==> config.mk <==
export PLATFORM = sky130hd
export DESIGN_NAME = gis_overlap
export DESIGN_NICKNAME = d
export VERILOG_FILES = /design/src/sv/gis_pkg.sv /design/src/sv/gis_overlap.sv
export SDC_FILE = /design/constraint.sdc
export NUM_CORES = 2
export LEC_CHECK = 0
export BUFFER_PORTS_ARGS = -buffer_cell sky130_fd_sc_hd__buf_2
export CAP_MARGIN = 40
export CORE_ASPECT_RATIO = 1.5
export CORE_MARGIN = 1
export CORE_UTILIZATION = 55
export DETAILED_ROUTE_END_ITERATION = 6
export PLACE_DENSITY = 0.82
export SYNTH_ARGS = -nofsm -noshare
export SYNTH_HDL_FRONTEND = slang
export SYNTH_SLANG_ARGS = --single-unit
==> constraint.sdc <==
create_clock -name clock -period 9.6 [get_ports clock]
set_clock_uncertainty 0.2 [all_clocks]
set_input_delay 0.96 -clock clock [delete_from_list [all_inputs] [get_ports clock]]
set_output_delay 0.96 -clock clock [all_outputs]
set_load 0.02 [all_outputs]
==> src/sv/gis_pkg.sv <==
// types, widths and codes of the greedy overlap box suppressor
// no dependencies
package gis_pkg;

   localparam int MAX_KEPT   = 64;
   localparam int COORD_BITS = 12;

   localparam int POS_W  = COORD_BITS;
   localparam int SIZE_W = COORD_BITS + 1;
   localparam int EDGE_W = SIZE_W + 1;
   localparam int SPAN_W = EDGE_W;
   localparam int AREA_W = 2 * SIZE_W;
   localparam int INNER_W = 2 * SPAN_W;
   localparam int UNI_W  = INNER_W + 1;
   localparam int Q_BITS = 8;

   localparam int CNT_W  = $clog2(MAX_KEPT + 1);
   localparam int ADDR_W = (MAX_KEPT > 1) ? $clog2(MAX_KEPT) : 1;

   localparam int THR_W = 9;
   localparam int LIM_W = 13;
   localparam int RHS_W = THR_W + UNI_W - 1;
   localparam int ASP_W = LIM_W + SIZE_W;

   localparam int CSR_ADDR_W = 1;
   localparam int CSR_DATA_W = LIM_W;

   localparam logic [CSR_ADDR_W-1:0] CSR_OVERLAP_THR  = 1'd0;
   localparam logic [CSR_ADDR_W-1:0] CSR_ASPECT_LIMIT = 1'd1;

   localparam logic [THR_W-1:0] THR_RESET = 9'd128;
   localparam logic [LIM_W-1:0] LIM_RESET = 13'd8;

   localparam logic [1:0] VERDICT_KEPT    = 2'd0;
   localparam logic [1:0] VERDICT_OVERLAP = 2'd1;
   localparam logic [1:0] VERDICT_ASPECT  = 2'd2;
   localparam logic [1:0] VERDICT_FULL    = 2'd3;

   localparam logic [CNT_W-1:0] MAX_KEPT_C = CNT_W'(MAX_KEPT);

   typedef struct packed {
      logic [POS_W-1:0]  box_left;
      logic [POS_W-1:0]  box_top;
      logic [SIZE_W-1:0] box_width;
      logic [SIZE_W-1:0] box_height;
      logic              starts_set;
   } req_type;

   typedef struct packed {
      logic             accepted;
      logic [1:0]       verdict;
      logic [CNT_W-1:0] accepted_total;
   } rsp_type;

   typedef struct packed {
      logic [POS_W-1:0]  left;
      logic [POS_W-1:0]  top;
      logic [SIZE_W-1:0] width;
      logic [SIZE_W-1:0] height;
   } entry_type;

   typedef struct packed {
      logic clear;
      logic issue;
   } ovl_ctrl_type;

   typedef struct packed {
      logic busy;
      logic hit;
   } ovl_stat_type;

endpackage

==> src/sv/gis_overlap.sv <==
// pipelined overlap test of the candidate box against one stored box per cycle
// depends on gis_pkg
module gis_overlap (
   input  logic                     clock,
   input  logic                     reset,
   input  gis_pkg::ovl_ctrl_type    ctrl,
   input  gis_pkg::entry_type       box,
   input  logic [gis_pkg::THR_W-1:0] thr,
   input  gis_pkg::entry_type       rd_data,
   output gis_pkg::ovl_stat_type    stat
);

   import gis_pkg::*;

   function automatic logic [SPAN_W-1:0] span_len(
      input logic [POS_W-1:0]  a0,
      input logic [SIZE_W-1:0] aw,
      input logic [POS_W-1:0]  b0,
      input logic [SIZE_W-1:0] bw
   );
      logic [EDGE_W-1:0] a_lo, b_lo, a_hi, b_hi, lo, hi;
      logic [EDGE_W:0]   diff;
      a_lo = {{(EDGE_W-POS_W){1'b0}}, a0};
      b_lo = {{(EDGE_W-POS_W){1'b0}}, b0};
      a_hi = a_lo + {{(EDGE_W-SIZE_W){1'b0}}, aw};
      b_hi = b_lo + {{(EDGE_W-SIZE_W){1'b0}}, bw};
      lo   = (a_lo > b_lo) ? a_lo : b_lo;
      hi   = (a_hi < b_hi) ? a_hi : b_hi;
      diff = {1'b0, hi} + {{EDGE_W{1'b0}}, 1'b1} - {1'b0, lo};
      span_len = (hi >= lo) ? diff[SPAN_W-1:0] : '0;
   endfunction

   logic                      v_rd_ff, v1_ff, v2_ff, v3_ff, v4_ff;
   logic [AREA_W-1:0]         box_area_ff;
   logic [SPAN_W-1:0]         s1_iw_ff, s1_ih_ff;
   logic [SIZE_W-1:0]         s1_sw_ff, s1_sh_ff;
   logic [INNER_W-1:0]        s2_inner_ff;
   logic [AREA_W-1:0]         s2_sarea_ff;
   logic [INNER_W-1:0]        s3_inner_ff;
   logic signed [UNI_W-1:0]   s3_uni_ff;
   logic signed [UNI_W-1:0]   uni_in;
   logic [INNER_W-1:0]        s4_inner_ff;
   logic [RHS_W-1:0]          s4_rhs_ff;
   logic                      s4_pos_ff, s4_zero_ff;
   logic [RHS_W-1:0]          lhs;
   logic                      over;
   logic                      hit_ff;

   // pipe valids
   always_ff @(posedge clock) begin
      if (reset) begin
         v_rd_ff <= 1'b0;
         v1_ff   <= 1'b0;
         v2_ff   <= 1'b0;
         v3_ff   <= 1'b0;
         v4_ff   <= 1'b0;
      end else begin
         v_rd_ff <= ctrl.issue;
         v1_ff   <= v_rd_ff;
         v2_ff   <= v1_ff;
         v3_ff   <= v2_ff;
         v4_ff   <= v3_ff;
      end
   end

   assign uni_in = $signed({{(UNI_W-AREA_W){1'b0}}, box_area_ff})
                 + $signed({{(UNI_W-AREA_W){1'b0}}, s2_sarea_ff})
                 - $signed({1'b0, s2_inner_ff});

   always_ff @(posedge clock) begin
      box_area_ff <= AREA_W'(box.width) * AREA_W'(box.height);
      s1_iw_ff    <= span_len(box.left, box.width, rd_data.left, rd_data.width);
      s1_ih_ff    <= span_len(box.top, box.height, rd_data.top, rd_data.height);
      s1_sw_ff    <= rd_data.width;
      s1_sh_ff    <= rd_data.height;
      s2_inner_ff <= INNER_W'(s1_iw_ff) * INNER_W'(s1_ih_ff);
      s2_sarea_ff <= AREA_W'(s1_sw_ff) * AREA_W'(s1_sh_ff);
      s3_inner_ff <= s2_inner_ff;
      s3_uni_ff   <= uni_in;
      s4_inner_ff <= s3_inner_ff;
      s4_pos_ff   <= !s3_uni_ff[UNI_W-1] && (s3_uni_ff != '0);
      s4_zero_ff  <= (s3_uni_ff == '0);
      s4_rhs_ff   <= {{(RHS_W-THR_W){1'b0}}, thr}
                   * {{(RHS_W-UNI_W+1){1'b0}}, s3_uni_ff[UNI_W-2:0]};
   end

   assign lhs  = {{(RHS_W-INNER_W-Q_BITS){1'b0}}, s4_inner_ff, {Q_BITS{1'b0}}};
   assign over = (s4_pos_ff && (lhs > s4_rhs_ff)) || (s4_zero_ff && (s4_inner_ff != '0));

   always_ff @(posedge clock) begin
      if (reset || ctrl.clear) begin
         hit_ff <= 1'b0;
      end else if (v4_ff && over) begin
         hit_ff <= 1'b1;
      end
   end

   assign stat.busy = v_rd_ff | v1_ff | v2_ff | v3_ff | v4_ff;
   assign stat.hit  = hit_ff;

endmodule

==> flow_metrics.py <==
metrics = {
    "status": {
        "status": "finished with violations",
        "failed_checks": "DRC",
    },
    "sta": {
        "finalHoldViolCount": 0,
        "fin_crit_ns": 7.44,
        "max_freq_mhz": 134,
        "max-slew-margin-rel": 0.449,
        "fin_crit_sh": 0.775,
        "tns_ns": 0,
        "drv_slew": 0,
        "finalSetupViolCount": 0,
        "worst_pin_slew_ns": 0.806,
        "holdWs_ns": 0.127,
        "rsz0062_at_grt": "false",
    },
    "synthesis": {
        "async_flop_share": 0,
        "ys_types": 81,
        "yosys_warnings": 0,
        "syn_inst": 4430,
        "syn_area_um2": 39300,
        "ys.flop_type": "dfxtp_1",
        "synth_edf_count": 0,
        "synth_fp_nets": 5648,
        "synth.avg_cell_area_um2": 8.87,
        "yosysSeqAreaShare": 0.134,
        "ys_ff_latch": 264,
    },
    "worst_setup_path": {
        "crit_type": "input pin to flip-flop",
        "cp.required_ns": 9.86,
        "crit_path_top_delay_cell": "fa_1",
        "max_stage_delay_ns": 0.43,
        "path_common_cell": "ha_1",
        "endpoint_kind": "flip-flop",
        "crit_path_max_fanout": 18,
        "cp.arrival_ns": 7.70,
        "crit_path_start_kind": "input pin",
    },
    "clock_network": {
        "clk_pin_slew_ns": 0.06,
        "cts_setup_buffers": 0,
        "cts_tree": "built",
        "cts-buffers-inserted": 29,
        "clk_root_buffer_cell": "clkbuf_16",
        "clock-sinks": 264,
        "clk_latency_ns": 0.59,
        "cts_resized": 0,
        "h-tree-depth": 1,
        "hold_buffers": 0,
        "clockBufferDepth": 3,
    },
    "die": {
        "fp.dieH_um": 329,
        "io_pins": 115,
        "start_util": 0.558,
        "core-area_um2": 70400,
        "row_count": 119,
        "die_w_um": 220,
        "die_area_um2": 72600,
    },
    "drt": {
        "postRouteAntennaNets": 0,
        "vias": 29736,
        "drcViolationCount": 6,
        "wl_per_cell_um": 18.1,
        "drt_wl_total_um": 97100,
        "first_pass_iters": 7,
        "vias_per_cell": 5.54,
        "drtIter0Drc": 1373,
    },
    "global_routing": {
        "globalRoute.totalOverflow": 0,
        "grt_usage": 0.278,
        "grt_max_degree": 29,
        "antenna_found_initial": 3,
        "grt_pass1_wl_um": 158000,
        "grt_pass1_vias": 32083,
    },
    "run": {
        "maxCapViolations": 0,
    },
    "final_layout": {
        "nets": 5654,
        "final_common_cell": "inv_1",
        "syn_to_final_growth_pct": 5.51,
        "layout_common_cells": "921 x inv_1, 608 x fa_1, 497 x ha_1",
        "layout-drive-gt1-share": 0.0458,
    },
    "place": {
        "dp_hpwl_um": 80800,
        "io_buffers": 114,
        "gp_congestion": 0.941,
    },
    "hold_path": {
        "hold_class": "flip-flop to flip-flop",
    },
}
logic make-up after synthesis:
| logic type | synth area share |
|---|---|
| flops | 0.134 |
| compound gates | 0.0847 |
| xor+xnor | 0.0368 |
| simple gates | 0.160 |
| mux | 0.0140 |
| fa+ha+maj | 0.468 |
| buf+inv | 0.102 |
registers in the layout, indices dropped and copies added (netlist names):
name and cells:
v1_ff 1, box_area_ff 26, s2_inner_ff 28, s1_sw_ff 13
s4_rhs_ff 37, v_rd_ff 1, v3_ff 1, s1_iw_ff 14
s4_pos_ff 1, v2_ff 1, s2_sarea_ff 26, s3_uni_ff 29
s1_ih_ff 14, s1_sh_ff 13, s4_zero_ff 1, hit_ff 1
v4_ff 1, s3_inner_ff 28, s4_inner_ff 28
cell type report:
class / count / area, µm²
Fill cell: 5934 / 29000
Timing Repair Buffer: 120 / 616
Inverter: 921 / 3460
Sequential cell: 264 / 5290
Clock buffer: 33 / 761
Clock inverter: 20 / 211
Antenna cell: 4 / 10.0
Tap cell: 907 / 1130
Multi-Input combinational cell: 3100 / 30000
synth_stat cells (12+ instances only):
library cell	instances	area [µm²]
o21a_1	35	263
clkbuf_1	136	510
a31oi_1	13	81.3
a211oi_1	27	203
a21oi_1	144	721
ha_1	497	6220
nor2_1	152	571
and2_1	373	2330
xnor2_1	112	981
nor4_1	20	125
nand2b_1	36	225
o21bai_1	26	195
nor2b_1	42	263
nor3_1	48	240
and3_1	20	125
mux2i_1	38	380
nand4_1	21	131
o211ai_1	12	90.1
o21ai_0	86	430
fa_1	608	12200
dfxtp_1	264	5290
nand2_1	495	1860
a21o_1	77	578
nand3_1	26	130
inv_1	921	3460
xor2_1	53	464
per-layer routing:
layer	vias up	track usage	wire length (µm)
met3	311	0.0283	5100
li1	13766	-	-
met2	997	0.523	51300
met1	14660	0.298	34800
met5	-	0	17
met4	2	0.160	5950
metrics by stage:
step | cell area, µm² | util | setup slack [ns] | cells
2_1_floorplan | 39300 | - | 2.65 | 4430
3_3_place_gp | 40500 | 0.575 | 1.62 | 5310
3_5_place_dp | 40500 | 0.575 | 1.62 | 5312
4_1_cts | 41500 | 0.589 | 2.21 | 5365
5_1_grt | 41500 | 0.589 | 1.68 | 5367
6_report | 41500 | 0.589 | 2.16 | 5369
worst max-delay path: cells and delay by family:
kind | cells | cell delay (ns)
buffers and inverters | 2 | 0.41
adder cells (fa/ha/maj) | 5 | 1.60
AND/OR/NAND/NOR | 6 | 0.91
multiplexers | 1 | 0.39
AO/OA/AOI/OAI | 16 | 3.04
XOR/XNOR | 2 | 0.35
final timing paths:
kind / cells after the start / to / slack (ns) / startpoint
max: 32 / s1_ih_ff[13] / 2.16 / box[1]
min: 0 / s4_inner_ff[18] / 0.13 / s3_inner_ff[18]
max reg2reg: 21 / s2_inner_ff[27] / 2.26 / s1_iw_ff[7]
min reg2reg: 0 / s4_inner_ff[18] / 0.13 / s3_inner_ff[18]
Power is left out: the tool's default activity adds up to more than one toggle a clock period on the data nets, which glitch-free logic cannot reach.
