==> config.mk <==
export PLATFORM = sky130hd
export DESIGN_NAME = gis_ram
export DESIGN_NICKNAME = d
export VERILOG_FILES = /design/src/sv/gis_ram.sv
export SDC_FILE = /design/constraint.sdc
export NUM_CORES = 1
export LEC_CHECK = 0
export ABC_AREA = 0
export BUFFER_PORTS_ARGS = -buffer_cell sky130_fd_sc_hd__buf_4
export CORE_MARGIN = 2
export CORE_UTILIZATION = 60
export CTS_CLUSTER_DIAMETER = 100
export CTS_CLUSTER_SIZE = 20
export DETAILED_ROUTE_END_ITERATION = 16
export PLACE_DENSITY_LB_ADDON = 0.05
export SLEW_MARGIN = 20
export SYNTH_ARGS = -nofsm -noshare
export SYNTH_HDL_FRONTEND = slang
export SYNTH_SLANG_ARGS = --single-unit
==> constraint.sdc <==
create_clock -name clock -period 2.7 [get_ports clock]
set_input_delay 0.54 -clock clock [delete_from_list [all_inputs] [get_ports clock]]
set_output_delay 0.54 -clock clock [all_outputs]
set_load 0.01 [all_outputs]
==> src/sv/gis_ram.sv <==
// generic single-clock ram, one write port and one registered read port
// no dependencies
module gis_ram #(
   parameter int WIDTH  = 8,
   parameter int DEPTH  = 64,
   parameter int ADDR_W = (DEPTH > 1) ? $clog2(DEPTH) : 1
) (
   input  logic              clock,
   input  logic              wr_en,
   input  logic [ADDR_W-1:0] wr_addr,
   input  logic [WIDTH-1:0]  wr_data,
   input  logic              rd_en,
   input  logic [ADDR_W-1:0] rd_addr,
   output logic [WIDTH-1:0]  rd_data
);

   logic [WIDTH-1:0] mem_ff [DEPTH];
   logic [WIDTH-1:0] rd_data_ff;

   always_ff @(posedge clock) begin
      if (wr_en) begin
         mem_ff[wr_addr] <= wr_data;
      end
      if (rd_en) begin
         rd_data_ff <= mem_ff[rd_addr];
      end
   end

   assign rd_data = rd_data_ff;

endmodule

==> reports/results.txt, run 1 <==
CTS tree: yes
Gr usage total: 25.8%
Slowest stage delay, CP: 0.53 ns
Area grow syn2layout: 10.7%
Slowest stage cell, crit path: mux4_2
Top Ports: 31
Vias: 9,825
Final Worst Setup Slack: 0.503 ns
Worst-path cell chain: clkbuf_8, buf_12, mux4_2, mux2_2, o221a_2, nor3_1, o32ai_1
Post-Route Setup TNS: 0 ns
Critical path class: in -> reg
P_leak: 7.10 nW
Synth warnings: 0
Fill cells: 2,164
DR pass1 iterations: 5
Crit path required time: 3.00 ns
Drt wl/cell: 29.2 um
Hold Crit Class: in -> reg
Post-route ant nets: 0
Leading area contributor after synthesis: edfxtp_1
Clock Pin Slew Worst Setup and Hold Paths: 0.08 ns
Starting Density: 60.7%
Post-Syn Area: 0.0202 mm^2
CP Max Fanout: 25
H-tree levels: 1
Num rows: 67
Hold Fails Final Rpt: 0
Clock latency on the worst-skew pair: 0.56 ns
DRC: 0
Yosys cell types: 39
Hold Slack: 0.287 ns
# Post-CTS Setup Buffers: 0
Core Region: 0.0334 mm^2
Status: complete, no violations
EDFF count, synth: 520
Main synth FF type: edfxtp_1
Clock skew: 0.00790 ns
Largest cells by area after synthesis: edfxtp_1 (77%), mux4_2 (14%), nor2_1 (1.5%)
CP endpoint kind: register
Max Clock Freq: 455 MHz
Gp weighted congestion: 0.823
Area fraction of the dominant cell type after synthesis: 77.1%
Clock root cell: clkbuf_16
Fin crit period: 2.20 ns
Post-synthesis sequential area ratio: 77.1%
Iteration-0 DRC count of the detailed router: 1,169
Slew Limit Fails: 0
Die extent in x: 188 um
CP Data Arrival Time: 2.50 ns
Period utilization: 81.4%
Fraction of layout cells with a size suffix above 1: 29.6%
Setup WS pre-CTS: -0.0443 ns
Initial antenna violation count: 2
Yosys reg bits: 520
CP Launch Type: primary input
DPL Wire Length: 28,600 um
Cts-stage hold buffer count: 0
Family with the most delay on the worst path: multiplexers
Die height: 188 um
Final WL: 44,300 um
CTS Sinks: 520
Buf/Inv on CP: 2
Slew headroom: 48.1%
Grt ovf: 0
Final setup violation count: 0
Synth Instances: 940
Buffers on Ports: 30
CTS Buffer Depth: 3
First-pass GRT wire length: 65,600 um
Max-cap violations: 0
Post-CTS Resized: 0
Final #Nets: 1,088
RSZ-0062 raised after global routing: false
Number of buffers created by CTS: 29
Power Dens Cells: 625 mW/mm^2
Mean post-synth cell area: 21.5 um^2
Die area: 0.0352 mm^2
Asr flop ratio synth: 0%
DR vias/cell: 6.49
Largest net degree at the start of global routing: 65
Synthesized Nets: 963
Worst vdd ir: 0.604 mV
Worst-Margin Slew: 0.779 ns
Vias in the first global route: 9,962
==> final timing paths <==
path	from	to	slack [ns]	cells after the start
worst min-delay path	rd_en	rd_data[2]	0.29	1
worst min register to register	mem_ff[30][4]	rd_data[4]	0.93	3
worst max register to register	mem_ff[28][6]	rd_data[6]	0.55	5
worst max-delay path	rd_addr[0]	rd_data[6]	0.50	7
==> layout make-up <==
class / instances / area (um^2) / area share, %
antenna: 2 / 5.00 / 0.0223
clock buffer: 29 / 726 / 3.24
multi-input combinational: 369 / 4320 / 19.3
sequential: 520 / 15600 / 69.7
tap: 448 / 561 / 2.50
timing repair buffer: 145 / 1190 / 5.33
==> metrics by stage <==
| step | std cells | instance area [um^2] | total power, mW | util [%] |
|---|---|---|---|---|
| global placement | 1482 | 21700 | 10.0 | 65.0 |
| detailed placement | 1482 | 21700 | 10.0 | 65.0 |
| global route | 1511 | 22400 | 14.4 | 67.2 |
| floorplan | 940 | 20200 | 9.62 | - |
| CTS | 1511 | 22400 | 14.1 | 67.2 |
| finish | 1513 | 22400 | 14.0 | 67.2 |
==> state kept, by name, summed over array words and instances, names as in the netlist <==
register	flops
rd_data	8
mem_ff	512
==> layout by cell type (no fill, tap or decap), drive strengths merged, types with 2 or more instances in the layout <==
cell     count
edfxtp     520
buf        144
mux4       126
nor2        83
clkbuf      30
mux2i       23
nand2       19
nor2b       14
mux2        13
nand3       13
o221ai       8
o22ai        8
nand2b       7
nor3         7
a221oi       6
a211oi       4
o21ai        4
nand3b       3
a21oi        3
a22oi        3
o2111ai      3
o2bb2ai      3
diode        2
o221a        2
nor4         2
o32ai        2
a2111oi      2
o21a         2
o41ai        2
nand4        2
==> layer usage <==
metal / track usage (%) / wire length [um] / share of wire (%)
met1: 38.7 / 18600 / 42
met2: 39.6 / 20600 / 46
met3: 4.85 / 3600 / 8.1
met5: 1.51 / 73 / 0.16
met4: 7.72 / 1450 / 3.3
==> power by group <==
group | leakage, nW | switching [mW] | internal (mW)
Clock | 0.357 | 2.28 | 1.90
Combinational | 2.06 | 0.520 | 0.358
Sequential | 4.69 | 0.0245 | 8.94
==> worst register-to-register path: stages (launching register included) <==
cell	delay [ns]
edfxtp_1	0.38
mux4_2	0.47
mux2_2	0.27
o221a_2	0.28
nor3_1	0.33
o32ai_1	0.16
==> cells in the mapped netlist, types with 3 or more instances <==
cell type / instances
edfxtp_1: 520
o2bb2ai_1: 3
buf_2: 11
nor3_1: 7
o221ai_1: 8
o2111ai_1: 3
buf_4: 13
a22oi_1: 3
buf_1: 4
a21oi_1: 3
nand2b_1: 7
mux2_2: 13
nor2_1: 83
clkbuf_1: 17
a221oi_1: 6
nor2b_1: 14
nand3_1: 13
buf_6: 4
nand2_1: 19
mux2i_1: 23
nand3b_1: 3
mux4_2: 126
o22ai_1: 8
a211oi_1: 4
==> cell families (layout without fill, tap and decap cells) <==
logic type             Yosys count  count (layout)  synth area share [%]
flip-flops                     520             520                  77.1
multiplexers                   162             162                  15.9
AND/OR/NAND/NOR                153             153                  3.37
AO/OA/AOI/OAI                   54              54                  2.06
buffers and inverters           51             174                  1.56
other                            0               2                     0
Power figures use the tool's default switching activity.
==> run 2, diff against run 1 <==
Settings changed: CORE_UTILIZATION 60 to 56.
Clock period 2.7 ns to 1.9 ns, I/O delays scaled along.
==> run 2 against run 1 <==
The run now ends with setup timing left. Critical path depth shrank 2. Final area grew 2.4%. Sequential share of layout area shrank 1.6 points. Combinational power grew 58%. Via count grew 2.1%. Clock-buffer cell count is the same. Largest power group unchanged.
==> reports/results.txt, run 2 (synthesized netlist as in run 1, its figures left out) <==
Fin crit period: 2.00 ns
Worst vdd ir: 0.864 mV
Register area: 0.0156 mm^2
Max-cap violations: 0
Max FFs per register: 512
Num rows: 69
Worst-Margin Slew: 0.737 ns
Die height: 194 um
P_leak: 7.37 nW
CTS Sinks: 520
Clock root cell: clkbuf_16
Final Worst Setup Slack: -0.0968 ns
Buffers on Ports: 30
Largest net degree at the start of global routing: 65
H-tree levels: 1
DR vias/cell: 6.40
Final setup violation count: 4
Number of buffers created by CTS: 29
Vias in the first global route: 10,400
Vias: 10,000
Clock Pin Slew Worst Setup and Hold Paths: 0.08 ns
Final #Nets: 1,131
Slew headroom: 50.9%
Commonest non-fill, non-tap cells in the layout: edfxtp_1 (520), buf_4 (174), mux4_2 (126)
Reg power frac: 63.2%
Clock skew: 0.0108 ns
Hold Slack: 0.168 ns
CTS tree: yes
First-pass GRT wire length: 69,000 um
Sw Pwr: 4.15 mW
Gp weighted congestion: 0.813
Final WL: 46,700 um
Slew Limit Fails: 0
Clock power frac: 29.8%
Starting Density: 56.9%
Clock latency on the worst-skew pair: 0.58 ns
Die area: 0.0377 mm^2
# placed instances: 1,538
Core Region: 0.0356 mm^2
Hold Fails Final Rpt: 0
Power Dens Cells: 878 mW/mm^2
Worst-path cell chain: mux4_2, mux2_4, o221a_4, nor3_4, o32ai_1
Commonest non-fill, non-tap cell in the layout: edfxtp_1
Family with the most delay on the worst path: multiplexers
Biggest register: mem_ff
DRC: 0
Failing checks: setup timing
Gr usage total: 25.2%
CP Data Arrival Time: 2.32 ns
Top Ports: 31
CP Max Fanout: 1
Area grow syn2layout: 13.3%
DR pass1 iterations: 5
RSZ-0062 raised after global routing: true
Diode count: 0
# Post-CTS Setup Buffers: 0
Fraction of layout cells with a size suffix above 1: 33.7%
Iteration-0 DRC count of the detailed router: 1,019
Int Power: 16.0 mW
Non-filler instance count after layout: 1,567
Post-route ant nets: 0
CP endpoint kind: register
Hold Crit Class: in -> reg
Grt ovf: 0
Drt wl/cell: 29.8 um
Buf/Inv on CP: 0
Slowest stage delay, CP: 0.49 ns
CP Launch Type: register
Slowest stage cell, crit path: mux4_2
Status: finished, violations left
Fill cells: 2,432
DPL Wire Length: 30,600 um
Die extent in x: 194 um
CTS Buffer Depth: 3
Initial antenna violation count: 0
Crit path required time: 2.22 ns
Critical path class: reg -> reg
Max Clock Freq: 501 MHz
Logic pwr share: 6.9%
Area of the multi-input gates: 0.00443 mm^2
Period utilization: 105%
Sw frac: 20.6%
## run 2: repair_timing
action / CTS / global route
pin swaps: 7 / 0
gates resized for setup: 21 / 9
hold buffers: 0 / 0
endpoints found under the setup margin: 8 / 8
cloned: 1 / 0
## run 2: per-layer routing
layer / part of all wire, % / vias up / global-route usage (%)
li1: - / 4215 / -
met5: 0 / - / 0
met1: 42 / 5365 / 38.0
met2: 48 / 389 / 39.9
met3: 6.9 / 67 / 3.20
met4: 2.9 / 0 / 6.87
## run 2: path summary, 6_finish.rpt
kind	start	endpoint	slack (ns)	cells past startpoint
max reg2reg	mem_ff[29][6]	rd_data[6]	-0.1	5
max	mem_ff[29][6]	rd_data[6]	-0.1	5
min reg2reg	mem_ff[26][6]	rd_data[6]	0.93	3
min	rd_en	rd_data[1]	0.17	1
## run 2: cell type report
cell class                 count  share of cell area [%]
clock buffer                  29                    3.16
sequential                   520                    68.1
tap                          461                    2.51
multi-input combinational    369                    19.3
timing repair buffer         188                    6.95
## run 2: worst reg2reg max path, delay by kind of cell, from the launching register on
kind | cells | cell delay, ns
and+or+nand+nor | 1 | 0.19
muxes | 2 | 0.77
DFF | 1 | 0.39
AOI/OAI and AO/OA | 2 | 0.40
## run 2: stage by stage
| stage | area (um^2) | util, % | power, mW | setup TNS [ns] | setup slack (ns) |
|---|---|---|---|---|---|
| after global placement | 22000 | 62.0 | 14.3 | -5.18 | -0.781 |
| after global routing | 22900 | 64.5 | 20.7 | -0.395 | -0.127 |
| after CTS | 22900 | 64.5 | 20.3 | -0.200 | -0.0897 |
| final | 22900 | 64.5 | 20.1 | -0.139 | -0.0968 |
| after detailed placement | 22000 | 62.0 | 14.3 | -5.23 | -0.792 |
| after floorplan | 20300 | - | 13.7 | -1.28 | -0.165 |
## run 2: power groups by stage
stage	clock network [mW]	registers, mW	logic [mW]
floorplan	0	13.0	0.686
global placement	0	13.0	1.31
detailed placement	0	13.0	1.34
CTS	6.13	12.7	1.39
global route	6.51	12.7	1.47
finish	6.01	12.7	1.39
==> run 3, diff against run 2 <==
Settings changed: ABC_AREA 0 to 1, CORE_UTILIZATION 56 to 57.
==> run 3 against run 2 <==
The flow now finishes without violations. Sequential share of layout area is 2.1 points lower. Critical path depth fell by 4. Worst setup slack improved by 0.35 ns. Cell count rose by 52%. Largest cell class unchanged.
==> reports/results.txt, run 3 <==
Post-route ant nets: 0
H-tree levels: 1
Buffers on Ports: 30
DR vias/cell: 5.84
Status: complete, no violations
Worst-path cell chain: buf_4
Int Power: 15.9 mW
Initial antenna violation count: 2
Fill cells: 2,893
Post-synthesis adder-cell area fraction: 0%
Largest cells by area after synthesis: edfxtp_1 (73%), nand2_1 (11%), nand3_1 (10%)
Synth top cells by count: nand2_1 (648), edfxtp_1 (520), nand3_1 (439)
Fraction of synthesized area in multiplexers: 0%
R2R cell count: 8
Die extent in x: 198 um
Main synth FF type: edfxtp_1
Die height: 198 um
# placed instances: 2,345
Mean post-synth cell area: 11.9 um^2
Family with the most delay on the worst path: flip-flops
Clock skew: 0.0178 ns
Synthesized Nets: 1,828
Critical path class: reg -> out
Final #Nets: 1,925
Gr usage total: 27.7%
Sw frac: 22.2%
Non-filler instance count after layout: 2,375
CP Data Arrival Time: 1.27 ns
Leading area contributor after synthesis: edfxtp_1
Buf/Inv on CP: 1
Grt ovf: 0
Synth warnings: 0
Hold Fails Final Rpt: 0
Crit path required time: 1.52 ns
CTS Sinks: 520
DPL Wire Length: 32,700 um
Cts-stage hold buffer count: 0
Top Ports: 31
Drt wl/cell: 22.3 um
Gp weighted congestion: 0.897
Largest net degree at the start of global routing: 65
Clock root cell: clkbuf_16
Commonest non-fill, non-tap cell in the layout: nand2_1
Compound-Gate Fraction of Synth Area: 0%
DR pass1 iterations: 5
Final WL: 53,000 um
CP Launch Type: register
Post-synthesis sequential area ratio: 72.9%
Starting Density: 57.4%
EDFF count, synth: 520
Max Clock Freq: 608 MHz
Slew headroom: 46.9%
Slowest stage delay, CP: 0.49 ns
Commonest non-fill, non-tap cells in the layout: nand2_1 (648), edfxtp_1 (520), nand3_1 (439)
Clock latency on the worst-skew pair: 0.59 ns
CP Max Fanout: 1
Max-cap violations: 0
P_leak: 8.65 nW
Final setup violation count: 0
Period utilization: 86.6%
Iteration-0 DRC count of the detailed router: 1,438
Hold Crit Class: in -> reg
Core Region: 0.0373 mm^2
Biggest register: mem_ff
Asr flop ratio synth: 0%
Clock Pin Slew Worst Setup and Hold Paths: 0.08 ns
Vias: 13,900
Post-Syn Area: 0.0214 mm^2
DRC: 0
Post-Synth Simple-Gate Area: 23.1%
CTS Buffer Depth: 3
Area of the multi-input gates: 0.00495 mm^2
CP endpoint kind: output port
Clock power frac: 29.7%
Hold-critical path depth: 1
# Post-CTS Setup Buffers: 0
Sw Pwr: 4.54 mW
Synth Instances: 1,805
First-pass GRT wire length: 80,400 um
Register area: 0.0156 mm^2
Top-count cell post-synth: nand2_1
Logic pwr share: 8.1%
Final Util: 63.4%
CTS tree: yes
RSZ-0062 raised after global routing: false
Largest family of logic cells by synthesized area: simple AND/OR/NAND/NOR gates
Max FFs per register: 512
Yosys reg bits: 520
Slowest stage cell, crit path: edfxtp_1
Power Dens Cells: 865 mW/mm^2
Die area: 0.0391 mm^2
Number of buffers created by CTS: 29
Slew Limit Fails: 0
Yosys cell types: 15
Fin crit period: 1.65 ns
Worst vdd ir: 0.884 mV
Vias in the first global route: 13,300
Num rows: 71
Reg power frac: 62.2%
Fraction of layout cells with a size suffix above 1: 11.1%
Area fraction of the dominant cell type after synthesis: 72.9%
Post-CTS Resized: 0
Synth Area in XOR/XNOR: 0%
Area grow syn2layout: 10.5%
Crit. path cell count: 1
Worst-Margin Slew: 0.796 ns
## run 3: cell types whose count changed in the layout (fill, tap and decap cells not counted), moves of 23 or more
| cell | delta |
|---|---|
| nand3_1 | +426 |
| buf_4 | -26 |
| nor2_1 | -23 |
| nand2_1 | +629 |
| mux4_2 | -126 |
| mux2i_1 | -23 |
## run 3: path summary, 6_finish.rpt
kind	slack [ns]	to	from
max	0.25	rd_data[4]	rd_data[4]
min	0.14	rd_data[4]	rd_en
max reg2reg	0.41	rd_data[3]	mem_ff[31][3]
min reg2reg	0.90	rd_data[1]	mem_ff[40][1]
## run 3: power by group through the flow
| stage | logic [mW] | registers [mW] | clock network (mW) |
|---|---|---|---|
| after global routing | 1.80 | 12.7 | 6.53 |
| final | 1.65 | 12.7 | 6.08 |
| after floorplan | 0.893 | 13.0 | 0 |
| after CTS | 1.65 | 12.7 | 6.17 |
| after global placement | 1.63 | 13.0 | 0 |
| after detailed placement | 1.65 | 13.0 | 0 |
## run 3: stage by stage
stage / hold WS, ns / worst slack (ns) / area (um^2) / TNS, ns / total power, mW
6_report: 0.138 / 0.255 / 23700 / 0 / 20.5
5_1_grt: 0.111 / 0.224 / 23700 / 0 / 21.1
3_3_place_gp: 0.728 / -0.218 / 22900 / -0.976 / 14.6
2_1_floorplan: 0.479 / -0.246 / 21400 / -15.75 / 13.9
4_1_cts: 0.102 / 0.254 / 23700 / 0 / 20.6
3_5_place_dp: 0.721 / -0.204 / 22900 / -1.06 / 14.6
## run 3: cell families (layout without fill, tap and decap cells)
logic type | count (synthesis) | after routing
simple gates | 1160 | 1160
other cells | 0 | 1
buf+inv | 125 | 220
flops | 520 | 520
## run 3: area by class of cell
type                            count  share of cell area [%]
Sequential cell                   520                    66.0
Clock buffer                       29                    3.07
Multi-Input combinational cell   1160                    20.9
Inverter                           12                   0.222
Antenna cell                        1                  0.0106
Timing Repair Buffer              179                    7.28
Tap cell                          474                    2.51
## run 3: layer usage
layer	GRT usage (%)	share of wire, %	vias up
met5	0.128	0.019	-
met3	4.85	7.6	76
met2	44.3	47	532
li1	-	-	6512
met1	39.5	43	6740
met4	8.30	2.9	2
